===== src/hw/rtl/rsfa_pkg.sv =====
// ----------------------------------------------------------------------------
// rsfa_pkg
// Types and codes shared by the rotate/shift/bit/flag ALU.
// ----------------------------------------------------------------------------
package rsfa_pkg;

	localparam logic [4:0] MODE_RLC  = 5'd0;
	localparam logic [4:0] MODE_RRC  = 5'd1;
	localparam logic [4:0] MODE_RL   = 5'd2;
	localparam logic [4:0] MODE_RR   = 5'd3;
	localparam logic [4:0] MODE_SLA  = 5'd4;
	localparam logic [4:0] MODE_SRA  = 5'd5;
	localparam logic [4:0] MODE_SLL  = 5'd6;
	localparam logic [4:0] MODE_SRL  = 5'd7;
	localparam logic [4:0] MODE_BIT  = 5'd8;
	localparam logic [4:0] MODE_RES  = 5'd9;
	localparam logic [4:0] MODE_SET  = 5'd10;
	localparam logic [4:0] MODE_RLCA = 5'd11;
	localparam logic [4:0] MODE_RRCA = 5'd12;
	localparam logic [4:0] MODE_RLA  = 5'd13;
	localparam logic [4:0] MODE_RRA  = 5'd14;
	localparam logic [4:0] MODE_DAA  = 5'd15;
	localparam logic [4:0] MODE_CPL  = 5'd16;
	localparam logic [4:0] MODE_NEG  = 5'd17;
	localparam logic [4:0] MODE_SCF  = 5'd18;
	localparam logic [4:0] MODE_CCF  = 5'd19;

	// flag bit positions
	localparam int FL_S = 7;
	localparam int FL_Z = 6;
	localparam int FL_5 = 5;
	localparam int FL_H = 4;
	localparam int FL_3 = 3;
	localparam int FL_P = 2;
	localparam int FL_N = 1;
	localparam int FL_C = 0;

	localparam logic [7:0] DAA_LO_CORR = 8'h06;
	localparam logic [7:0] DAA_HI_CORR = 8'h60;
	localparam logic [7:0] NEG_P_VAL   = 8'h80;

	typedef struct packed {
		logic [4:0] mode;
		logic [7:0] operand;
		logic [7:0] flags_in;
		logic [2:0] bit_index;
	} req_t;

	typedef struct packed {
		logic [7:0] result;
		logic [7:0] flags_out;
	} rsp_t;

endpackage


===== src/hw/rtl/rsfa_core.sv =====
// ----------------------------------------------------------------------------
// rsfa_core
// Combinational datapath: result byte and new flag byte for one request.
// ----------------------------------------------------------------------------
module rsfa_core (
	input  rsfa_pkg::req_t req,
	output rsfa_pkg::rsp_t rsp
);
	import rsfa_pkg::*;

	logic [7:0] a;
	logic [7:0] f;
	logic [7:0] r;
	logic [7:0] nf;
	logic       co;
	logic       cin;
	logic [7:0] corr;
	logic       lo_gt9;
	logic       daa_c;
	logic       daa_h;
	logic [7:0] bmask;

	assign a     = req.operand;
	assign f     = req.flags_in;
	assign cin   = f[FL_C];
	assign bmask = 8'd1 << req.bit_index;

	always_comb begin
		r      = a;
		nf     = f;
		co     = 1'b0;
		lo_gt9 = (a[3:0] > 4'd9);
		corr   = 8'h00;
		daa_c  = cin;
		daa_h  = 1'b0;
		case (req.mode)
			MODE_RLC, MODE_RLCA: begin r = {a[6:0], a[7]}; co = a[7]; end
			MODE_RRC, MODE_RRCA: begin r = {a[0], a[7:1]}; co = a[0]; end
			MODE_RL,  MODE_RLA:  begin r = {a[6:0], cin};  co = a[7]; end
			MODE_RR,  MODE_RRA:  begin r = {cin, a[7:1]};  co = a[0]; end
			MODE_SLA:            begin r = {a[6:0], 1'b0}; co = a[7]; end
			MODE_SRA:            begin r = {a[7], a[7:1]}; co = a[0]; end
			MODE_SLL:            begin r = {a[6:0], 1'b1}; co = a[7]; end
			MODE_SRL:            begin r = {1'b0, a[7:1]}; co = a[0]; end
			MODE_RES:            begin r = a & ~bmask; end
			MODE_SET:            begin r = a | bmask; end
			MODE_DAA: begin
				if (f[FL_H] || lo_gt9) begin
					corr = corr | DAA_LO_CORR;
				end
				if (cin || (a > 8'h99)) begin
					corr  = corr | DAA_HI_CORR;
					daa_c = 1'b1;
				end
				if (f[FL_N]) begin
					daa_h = f[FL_H] && (a[3:0] < 4'd6);
					r     = a - corr;
				end else begin
					daa_h = lo_gt9;
					r     = a + corr;
				end
			end
			MODE_CPL:            begin r = ~a; end
			MODE_NEG:            begin r = 8'd0 - a; end
			default:             begin r = a; end
		endcase

		case (req.mode)
			MODE_RLC, MODE_RRC, MODE_RL, MODE_RR,
			MODE_SLA, MODE_SRA, MODE_SLL, MODE_SRL: begin
				nf = {r[7], (r == 8'd0), r[5], 1'b0, r[3], ~^r, 1'b0, co};
			end
			MODE_BIT: begin
				nf = {(req.bit_index == 3'd7) && a[7], ~|(a & bmask), f[FL_5], 1'b1,
					f[FL_3], ~|(a & bmask), 1'b0, f[FL_C]};
			end
			MODE_RLCA, MODE_RRCA, MODE_RLA, MODE_RRA: begin
				nf = {f[FL_S], f[FL_Z], r[5], 1'b0, r[3], f[FL_P], 1'b0, co};
			end
			MODE_DAA: begin
				nf = {r[7], (r == 8'd0), r[5], daa_h, r[3], ~^r, f[FL_N], daa_c};
			end
			MODE_CPL: begin
				nf = {f[FL_S], f[FL_Z], r[5], 1'b1, r[3], f[FL_P], 1'b1, f[FL_C]};
			end
			MODE_NEG: begin
				nf = {r[7], (r == 8'd0), r[5], |a[3:0], r[3], (a == NEG_P_VAL), 1'b1,
					(a != 8'd0)};
			end
			MODE_SCF: begin
				nf = {f[FL_S], f[FL_Z], a[5], 1'b0, a[3], f[FL_P], 1'b0, 1'b1};
			end
			MODE_CCF: begin
				nf = {f[FL_S], f[FL_Z], a[5], cin, a[3], f[FL_P], 1'b0, ~cin};
			end
			default: begin
				nf = f;
			end
		endcase
	end

	assign rsp.result    = r;
	assign rsp.flags_out = nf;

endmodule


===== src/hw/rtl/rotate_shift_bit_flag_alu_unit.sv =====
// Path: a taken request is registered in req_s1, passes the combinational core,
// and its result is registered in rsp_s2, where done shows it.
// Throughput: one request per cycle; busy is always low.
// Results are strobed for one cycle on done; the receiver cannot stall.
// Reset clears the valid flags only; no result is strobed until a request arrives.
// ----------------------------------------------------------------------------
// rotate_shift_bit_flag_alu_unit
// 8-bit rotate/shift, bit test/set/reset and accumulator flag operations.
// ----------------------------------------------------------------------------
module rotate_shift_bit_flag_alu_unit (
	input  logic           clk,
	input  logic           arst_n,
	input  logic           start,
	output logic           busy,
	input  rsfa_pkg::req_t req,
	output logic           done,
	output rsfa_pkg::rsp_t rsp
);
	import rsfa_pkg::*;

	req_t req_s1;
	logic valid_s1;
	rsp_t comb_rsp;
	rsp_t rsp_s2;
	logic valid_s2;

	assign busy = 1'b0;

	always_ff @(posedge clk or negedge arst_n) begin
		if (!arst_n) begin
			valid_s1 <= 1'b0;
			valid_s2 <= 1'b0;
		end else begin
			valid_s1 <= start && !busy;
			valid_s2 <= valid_s1;
		end
	end

	always_ff @(posedge clk) begin
		if (start && !busy) begin
			req_s1 <= req;
		end
		if (valid_s1) begin
			rsp_s2 <= comb_rsp;
		end
	end

	rsfa_core u_core (
		.req (req_s1),
		.rsp (comb_rsp)
	);

	assign done = valid_s2;
	assign rsp  = rsp_s2;

	a_latency: assert property (@(posedge clk) disable iff (!arst_n)
		valid_s1 |=> done)
		else $error("accepted request did not produce a result");

	a_no_spurious: assert property (@(posedge clk) disable iff (!arst_n)
		!valid_s1 |=> !done)
		else $error("result strobed without a request");

	a_scf: assert property (@(posedge clk) disable iff (!arst_n)
		(valid_s1 && req_s1.mode == MODE_SCF) |=>
			(rsp.flags_out[FL_C] && !rsp.flags_out[FL_N] && !rsp.flags_out[FL_H]))
		else $error("SCF flags wrong");

	a_res: assert property (@(posedge clk) disable iff (!arst_n)
		(valid_s1 && req_s1.mode == MODE_RES) |=>
			!rsp.result[$past(req_s1.bit_index)])
		else $error("RES left bit set");

endmodule


===== config.mk =====
export PLATFORM = sky130hd
export DESIGN_NAME = rotate_shift_bit_flag_alu_unit
export DESIGN_NICKNAME = d
export VERILOG_FILES = /design/src/hw/rtl/rsfa_pkg.sv /design/src/hw/rtl/rsfa_core.sv /design/src/hw/rtl/rotate_shift_bit_flag_alu_unit.sv
export SDC_FILE = /design/constraint.sdc
export NUM_CORES = 1
export LEC_CHECK = 0
export BUFFER_PORTS_ARGS = -buffer_cell sky130_fd_sc_hd__buf_2
export CORE_AREA = 2 2 108 110
export DETAILED_ROUTE_END_ITERATION = 16
export DIE_AREA = 0 0 110 112
export PLACE_DENSITY = 0.54
export SLEW_MARGIN = 20
export SYNTH_ARGS = -nofsm -noshare
export SYNTH_HDL_FRONTEND = slang
export SYNTH_SLANG_ARGS = --single-unit

===== constraint.sdc =====
create_clock -name clk -period 3.9 [get_ports clk]
set_input_delay 0.195 -clock clk [delete_from_list [all_inputs] [get_ports clk]]
set_output_delay 0.195 -clock clk [all_outputs]
set_load 0.05 [all_outputs]

==> impl_metrics.toml, run 1 <==
[run_status]
status = "finished clean"

[yosys]
async_flop_share_pct = 4.76
synth-xor-area-share_pct = 1.86
netlist_area_mm2 = 0.00329
synth_fa_ha_area_share_pct = 5.71
synth_area_per_cell_um2 = 9.37
synth_top_family_by_area = "compound AO/OA/AOI/OAI gates"
yosysUniqueCellTypes = 69
netlist_instances = 351
synth-seq-area-share_pct = 38.0
ys.flop_type = "edfxtp_1"
synth_mux_area_share_pct = 3.42
synth-warning-count = 0
syn-num-nets = 393
synth_edf_count = 40
synth_compound_area_share_pct = 24.1
synth-simple-area-share_pct = 20.7
synth-seq-cells = 42

[power_and_ir_drop]
combPwrFrac_pct = 35.1
pwr-share-seq_pct = 33.6
total_leakage_power_nw = 1.62
power_switching_mw = 0.597
netSwitchingFraction_pct = 33.7
finalPower_mw = 1.77
p_int_mw = 1.17
max-vdd-ir-drop_v = 0.000153
clockPowerShare_pct = 31.3
p_per_area_mw_per_mm2 = 425

[clock_network]
cts_max_level = 2
clk_latency_ps = 290
clk_path_buf_depth = 2
clk_pin_slew_ps = 70
cts.sinks = 42
cts_tree = "built"
root_buffer = "clkbuf_16"
cts_made_buffers = 5

[placement]
place_area_mm2 = 0.00382
place_hpwl_um = 7580
dp_slack_ps = -42.0
place.gp.congestion = 0.922
portBuffers = 43

[final_layout]
area_growth_pct = 26.8
layout_common_cells = "buf_2 (43), buf_4 (41), edfxtp_1 (40)"
fin_area_mm2 = 0.00417
fin_util_pct = 37.3
antennaDiodeCount = 0
finalNetCount = 455
final_common_cell = "buf_2"
drive_gt1_share_pct = 29.7

[setup_path]
slowest_delay_ps = 470
path_max_fanout = 3
critical_path_class = "reg -> reg"
cp-start-kind = "flip-flop"
endpoint_kind = "flip-flop"
worstPathArrival_ps = 3840
cp_cell_sequence = "inv_2 -> ha_4 -> o21bai_1 -> a311o_1 -> a21oi_2 -> ha_1 -> o21ai_2 -> ha_1 -> a21o_1 -> a31oi_2 -> mux2i_2 -> a31o_2 -> ha_4 -> xnor2_2 -> xnor2_1 -> o21ai_1 -> nand2_1 -> a211o_1"
rr_worst_depth = 18
slowest_stage = "edfxtp_1"
crit_required_ps = 3940

[routing]
vias = 3064
drc = 0
drt_iter0_drc = 316
vias_per_cell = 5.50
firstDrtPassIters = 6
wl_um = 10100
antenna_left = 0
wl_per_cell_um = 18.2

[run]
drv_cap = 0

[floorplanning]
die_x_um = 110
floorplan.die_area_mm2 = 0.0123
core-area_mm2 = 0.0112
pin_count = 45
start_util_pct = 29.4
fp-row-count = 39
die_y_um = 112

[timing]
period_share_pct = 97.5
max_slew_margin_pct = 58.7
final-hold-violation-count = 0
setup_slack_ps = 97.7
worst-slew-pin-transition_ps = 620
fin_skew_ps = 7.45
finalMaxSlewViolations = 0
finalSetupViolations = 0
max_freq_mhz = 263
rsz0062_at_grt = "true"
fin_crit_ps = 3800
hold_ws_ps = 71.7

[global_route]
grt-ovfl-total = 0
grtUsageTotal_pct = 16.9
grt_max_degree = 26
grt_pass1_vias = 2832
grt_pass1_wl_um = 15800
antenna_found_initial = 0

[min_path]
hold_class = "in -> reg"
min_path_cells = 1
## final timing paths
kind                               to  slack [ps]        from
max in group asynchronous    valid_s1        3600      arst_n
setup / recovery               rsp[2]         100  req_s1[11]
min in group asynchronous        done         210      arst_n
hold / removal             req_s1[10]          70     req[10]
hold reg to reg                rsp[2]         540   req_s1[5]
setup reg to reg               rsp[2]         100  req_s1[11]
## routing by layer
metal  wire (µm)  vias up  GRT usage (%)
met5           0        -              0
met2        4790      118           26.4
met1        4670     1463           24.5
met4          96        0           3.46
li1            -     1473              -
met3         596       10           2.87
## worst max-delay path, delay by kind of cell (launching register included)
family / cells / cell delay, ps
fa+ha+maj: 4 / 860
mux: 1 / 270
xor+xnor: 2 / 260
buf+inv: 1 / 120
flops: 1 / 470
simple gates: 1 / 80
compound gates: 9 / 1500
## timing repair
item,4_1_cts,5_1_grt
hold buffers,1,0
hold endpoints to repair,2,0
setup endpoints to repair,1,1
pin swaps,2,18
gates resized for setup,5,18
buffers inserted,0,4
## kinds of logic (layout without fill, tap and decap cells)
family | Yosys count | count (layout)
AOI/OAI and AO/OA | 111 | 111
xor gates and xnor gates | 7 | 7
adders and majority gates | 15 | 15
buffers and inverters | 43 | 106
DFF | 42 | 42
muxes | 11 | 11
other | 1 | 1
and+or+nand+nor | 121 | 121
## stage by stage
step	setup TNS, ps	std cells
final	0	557
after global routing	-82.7	557
after CTS	0	553
after detailed placement	-42.0	544
after global placement	0	544
after floorplan	0	351
## cells in the mapped netlist (6+ instances only)
cell	number	share of area [%]
inv_1	13	1.5
nand2b_1	6	1.1
nor2_1	21	2.4
clkbuf_1	10	1.1
buf_2	15	2.3
nand3b_1	8	1.8
nand2_1	23	2.6
a21o_1	7	1.6
ha_1	15	5.7
o21ai_0	23	3.5
nor3_1	15	2.3
mux2i_1	9	2.7
edfxtp_1	40	37
a21oi_1	15	2.3
xnor2_1	6	1.6
a31oi_1	8	1.5
## final cells by class
cell class | count | area [µm²]
repair buffers | 85 | 533
inverters | 13 | 48.8
multi-input cells | 266 | 1960
fillers | 1099 | 7000
clock buffers | 5 | 125
well taps | 143 | 179
clock inverters | 3 | 68.8
flip-flops and latches | 42 | 1250
## registers in the layout, indices dropped and copies added (netlist names)
name and flops:
req_s1 24, valid_s1 1, rsp 16, done 1
## power groups by stage
stage	Combinational [mW]	Clock [mW]	Sequential, mW
6_report	0.622	0.554	0.595
5_1_grt	0.672	0.584	0.600
4_1_cts	0.585	0.564	0.594
3_5_place_dp	0.561	0	0.603
3_3_place_gp	0.559	0	0.603
2_1_floorplan	0.319	0	0.680
Note: power is estimated with default switching activity, not from simulation.
==> run 2: changes to the inputs <==
RECOVER_POWER = 25   (was default)
==> run 2 against run 1 <==
Register-to-register slack barely moved; core utilization hardly changed; first-iteration DRC count unchanged; sequential share of layout area barely moved; clock skew unchanged; design area barely moved; non-clock buffer count unchanged; global-route usage did not move; critical path type unchanged; critical endpoint unchanged.
==> impl_metrics.toml, run 2 (synthesis results as in run 1) <==
[setup_path]
critical_path_class = "reg -> reg"
crit_required_ps = 3940
worstPathArrival_ps = 3840
rr_worst_depth = 18
cp_cell_sequence = "inv_2 -> ha_4 -> o21bai_1 -> a311o_1 -> a21oi_2 -> ha_1 -> o21ai_2 -> ha_1 -> a21o_1 -> a31oi_2 -> mux2i_2 -> a31o_2 -> ha_4 -> xnor2_2 -> xnor2_1 -> o21ai_1 -> nand2_1 -> a211o_1"
endpoint_kind = "flip-flop"
path_max_fanout = 3
slowest_stage = "edfxtp_1"
cp-start-kind = "flip-flop"
slowest_delay_ps = 470

[routing]
vias = 3064
drc = 0
firstDrtPassIters = 6
drt_iter0_drc = 316
wl_um = 10100
antenna_left = 0
vias_per_cell = 5.50
wl_per_cell_um = 18.2

[floorplanning]
floorplan.die_area_mm2 = 0.0123
start_util_pct = 29.4
pin_count = 45
die_y_um = 112
fp-row-count = 39
core-area_mm2 = 0.0112
die_x_um = 110

[timing]
finalMaxSlewViolations = 0
finalSetupViolations = 0
worst-slew-pin-transition_ps = 620
max_freq_mhz = 263
final-hold-violation-count = 0
fin_crit_ps = 3800
max_slew_margin_pct = 58.7
fin_skew_ps = 7.45
rsz0062_at_grt = "true"
period_share_pct = 97.5
setup_slack_ps = 97.7

[final_layout]
largest_reg_flops = 24
layout_common_cells = "buf_2 (42), buf_4 (41), edfxtp_1 (40)"
final_common_cell = "buf_2"
drive_gt1_share_pct = 29.5
finalNetCount = 455
area_growth_pct = 26.7
largest-register = "req_s1"
antennaDiodeCount = 0

[clock_network]
cts_made_buffers = 5
cts.sinks = 42
cts_tree = "built"
cts_max_level = 2
clk_path_buf_depth = 2
clk_pin_slew_ps = 70
clk_latency_ps = 290
root_buffer = "clkbuf_16"

[global_route]
grt_pass1_vias = 2832
grt_max_degree = 26
grt_pass1_wl_um = 15800
grtUsageTotal_pct = 16.9
antenna_found_initial = 0
grt-ovfl-total = 0

[placement]
place_hpwl_um = 7580
portBuffers = 43
dp_slack_ps = -42.0
place.gp.congestion = 0.922

[min_path]
hold_class = "in -> reg"
min_path_cells = 1

[run]
drv_cap = 0

[power_and_ir_drop]
p_per_area_mw_per_mm2 = 425
max-vdd-ir-drop_v = 0.000153
finalPower_mw = 1.77
total_leakage_power_nw = 1.62

[run_status]
status = "finished clean"
## run 2: changes by cell type in the layout (fill, tap and decap cells not counted)
| cell | change |
|---|---|
| buf_2 | -1 |
| clkbuf_1 | +1 |
## run 2: critical path, delay by kind of cell, from the launching register on
family                     cells  cell delay (ps)
muxes                          1              270
adders and majority gates      4              860
xor gates and xnor gates       2              260
AOI/OAI and AO/OA              9             1500
buffers and inverters          1              120
DFF                            1              470
and+or+nand+nor                1               80
## run 2: repair_timing
item / CTS / global route
pin swaps: 2 / 18
hold buffers: 1 / 0
setup endpoints to repair: 1 / 1
setup buffers: 0 / 4
hold endpoints to repair: 2 / 0
resized for setup: 5 / 18
## run 2: per-stage QoR
step | instances | setup TNS (ps) | util (%) | area (µm²) | hold WS (ps)
after global placement | 544 | 0 | 34.2 | 3820 | -20.7
after floorplan | 351 | 0 | - | 3300 | -101
after CTS | 553 | 0 | 36.3 | 4050 | 70.4
after detailed placement | 544 | -42.0 | 34.2 | 3820 | -17.7
final | 557 | 0 | 37.3 | 4170 | 71.7
after global routing | 557 | -82.7 | 37.3 | 4170 | 67.6
## run 2: layer usage
| layer | global-route usage, % | share of wire [%] | up-vias | wire (µm) |
|---|---|---|---|---|
| li1 | - | - | 1473 | - |
| met1 | 24.5 | 46 | 1463 | 4670 |
| met2 | 26.4 | 47 | 118 | 4790 |
| met3 | 2.87 | 5.9 | 10 | 596 |
| met4 | 3.46 | 0.95 | 0 | 96 |
| met5 | 0 | 0 | - | 0 |
## run 2: report_power, final
part,internal (mW),switching [mW]
sequential,0.555,0.0403
clock,0.368,0.186
combinational,0.251,0.371
total,1.17,0.597
## run 2: final timing paths
path | to | slack [ps] | startpoint
worst min-delay path | req_s1[10] | 70 | req[10]
worst max-delay path | rsp[2] | 100 | req_s1[11]
min in group asynchronous | done | 210 | arst_n
worst min register to register | rsp[2] | 540 | req_s1[5]
worst max register to register | rsp[2] | 100 | req_s1[11]
max in group asynchronous | valid_s1 | 3570 | arst_n
## run 2: area by class of cell
class | instances | area [µm²]
tap | 143 | 179
multi-input combinational | 266 | 1960
fill | 1100 | 7010
clock buffer | 5 | 125
clock inverter | 3 | 68.8
timing repair buffer | 85 | 532
inverter | 13 | 48.8
sequential | 42 | 1250
==> run 3: changes to the inputs <==
GPL_TIMING_DRIVEN = 0   (was default)
SLEW_MARGIN = 15   (was 20)
==> run 3 against run 2 <==
Count of clock-buffer cells in the layout is 1 higher; critical path depth is the same; combinational power increased by 7.6%; via count rose by 4.1%; die area unchanged; sequential cell count unchanged; fmax shrank 0.39%; critical endpoint unchanged; register-to-register slack about the same; largest power group unchanged; clock power is 13% lower.
==> impl_metrics.toml, run 3 (synthesis results as in run 1) <==
[run_status]
status = "finished clean"

[placement]
place_hpwl_um = 7620
place.gp.congestion = 0.962
portBuffers = 43

[global_route]
grt-ovfl-total = 0
grt_max_degree = 26
grt_pass1_vias = 2966
grtUsageTotal_pct = 17.8
antenna_found_initial = 0
grt_pass1_wl_um = 16600

[timing]
final-hold-violation-count = 0
period_share_pct = 97.9
finalSetupTns_ps = 0
fin_crit_ps = 3820
fin_skew_ps = 3.52
finalSetupViolations = 0
worst-slew-pin-transition_ps = 940
rsz0062_at_grt = "true"
finalMaxSlewViolations = 0
max_freq_mhz = 262
max_slew_margin_pct = 37.2

[routing]
vias_per_cell = 5.66
wl_per_cell_um = 19.1
wl_um = 10800
drt_iter0_drc = 280
drc = 0
firstDrtPassIters = 6
vias = 3190
antenna_left = 0

[floorplanning]
pin_count = 45
core-area_mm2 = 0.0112
die_y_um = 112
die_x_um = 110
start_util_pct = 29.4
fp-row-count = 39
floorplan.die_area_mm2 = 0.0123

[final_layout]
layout_common_cells = "buf_2 (55), edfxtp_1 (40), buf_4 (21), nor2_1 (21), nand2_1 (20)"
antennaDiodeCount = 0
fillerInstances = 1116
final_common_cell = "buf_2"
drive_gt1_share_pct = 31.8
finalNetCount = 462
area_growth_pct = 27.7
largest_reg_flops = 24
largest-register = "req_s1"

[setup_path]
path_max_fanout = 4
endpoint_kind = "flip-flop"
worstPathArrival_ps = 3850
critical_path_class = "reg -> reg"
cp-start-kind = "flip-flop"
crit_required_ps = 3930

[clock_network]
clk_latency_ps = 290
root_buffer = "clkbuf_16"
cts_max_level = 2
cts.sinks = 42
clk_path_buf_depth = 2
clk_pin_slew_ps = 70
cts_tree = "built"
cts_made_buffers = 5

[power_and_ir_drop]
netSwitchingFraction_pct = 35.3
combPwrFrac_pct = 38.6
finalPower_mw = 1.73
power_switching_mw = 0.612
max-vdd-ir-drop_v = 0.000167
clockPowerShare_pct = 27.8
total_leakage_power_nw = 1.60
pwr-share-seq_pct = 33.5
p_int_mw = 1.12
p_per_area_mw_per_mm2 = 412

[min_path]
hold_class = "in -> reg"

[run]
drv_cap = 0
run 3: changes by cell type in the layout (fill, tap and decap cells not counted), moves of 2 or more:
cell      previous run  this run
ha_1                10         7
buf_4               41        21
clkbuf_1             1         8
buf_2               42        55
clkbuf_2             0         4
ha_2                 0         3
nand2_1             22        20
buf_6                0         3
o21ai_1              3         1
nand2_2              1         3
run 3: path summary, 6_finish.rpt:
check	startpoint	end	slack, ps	cells past startpoint
setup / recovery	req_s1[11]	rsp[2]	80	18
hold / removal	req[16]	req_s1[16]	80	1
setup reg to reg	req_s1[11]	rsp[2]	80	18
hold reg to reg	req_s1[6]	rsp[3]	550	1
max in group asynchronous	arst_n	done	3560	2
min in group asynchronous	arst_n	valid_s1	210	2
run 3: metal layers:
metal | vias to the layer above | track usage, % | share of wire [%]
met5 | - | 0 | 0
met4 | 0 | 5.82 | 2.7
met3 | 27 | 2.99 | 8.0
met2 | 176 | 27.2 | 46
met1 | 1498 | 25.5 | 43
li1 | 1489 | - | -
run 3: repair_timing:
action / CTS / global route
buffers inserted: 12 / 6
setup endpoints to repair: 2 / 1
hold buffers: 1 / 0
pin swaps: 14 / 18
resized for setup: 24 / 22
hold endpoints to repair: 2 / 0
run 3: power by group through the flow:
stage	registers, mW	clock network, mW	logic, mW
6_report	0.580	0.482	0.669
2_1_floorplan	0.680	0	0.319
5_1_grt	0.585	0.513	0.720
3_5_place_dp	0.593	0	0.554
4_1_cts	0.580	0.489	0.615
3_3_place_gp	0.591	0	0.554
run 3: cell type report:
class	count	area [µm²]	share of cell area (%)
Sequential cell	42	1250	29.8
Buffer	30	164	3.90
Clock buffer	6	129	3.07
Multi-Input combinational cell	266	2020	48.2
Tap cell	143	179	4.26
Inverter	13	53.8	1.28
Clock inverter	2	37.5	0.893
Timing Repair Buffer	62	363	8.64
run 3: metrics by stage:
step / cells / utilization, % / setup WS, ps / hold WS (ps) / area [µm²]
finish: 564 / 37.6 / 82.9 / 80.1 / 4200
global route: 564 / 37.6 / -91.8 / 76.7 / 4200
detailed placement: 537 / 33.1 / -463 / -18.4 / 3700
floorplan: 351 / - / 27.0 / -101 / 3300
CTS: 558 / 36.3 / 5.24 / 79.7 / 4060
global placement: 537 / 33.1 / -464 / -20.9 / 3700
run 3: worst max-delay path, cell delays in order (launching register included):
cell	delay, ps
edfxtp_1	450
buf_6	160
ha_2	160
o21bai_1	170
a311o_1	210
a21oi_2	70
ha_1	280
inv_1	50
o21ai_2	170
ha_4	250
o21a_1	120
or3_4	350
a31o_4	240
ha_4	210
xnor2_2	130
xnor2_1	120
o21ai_1	70
nand2_1	80
a211o_1	270
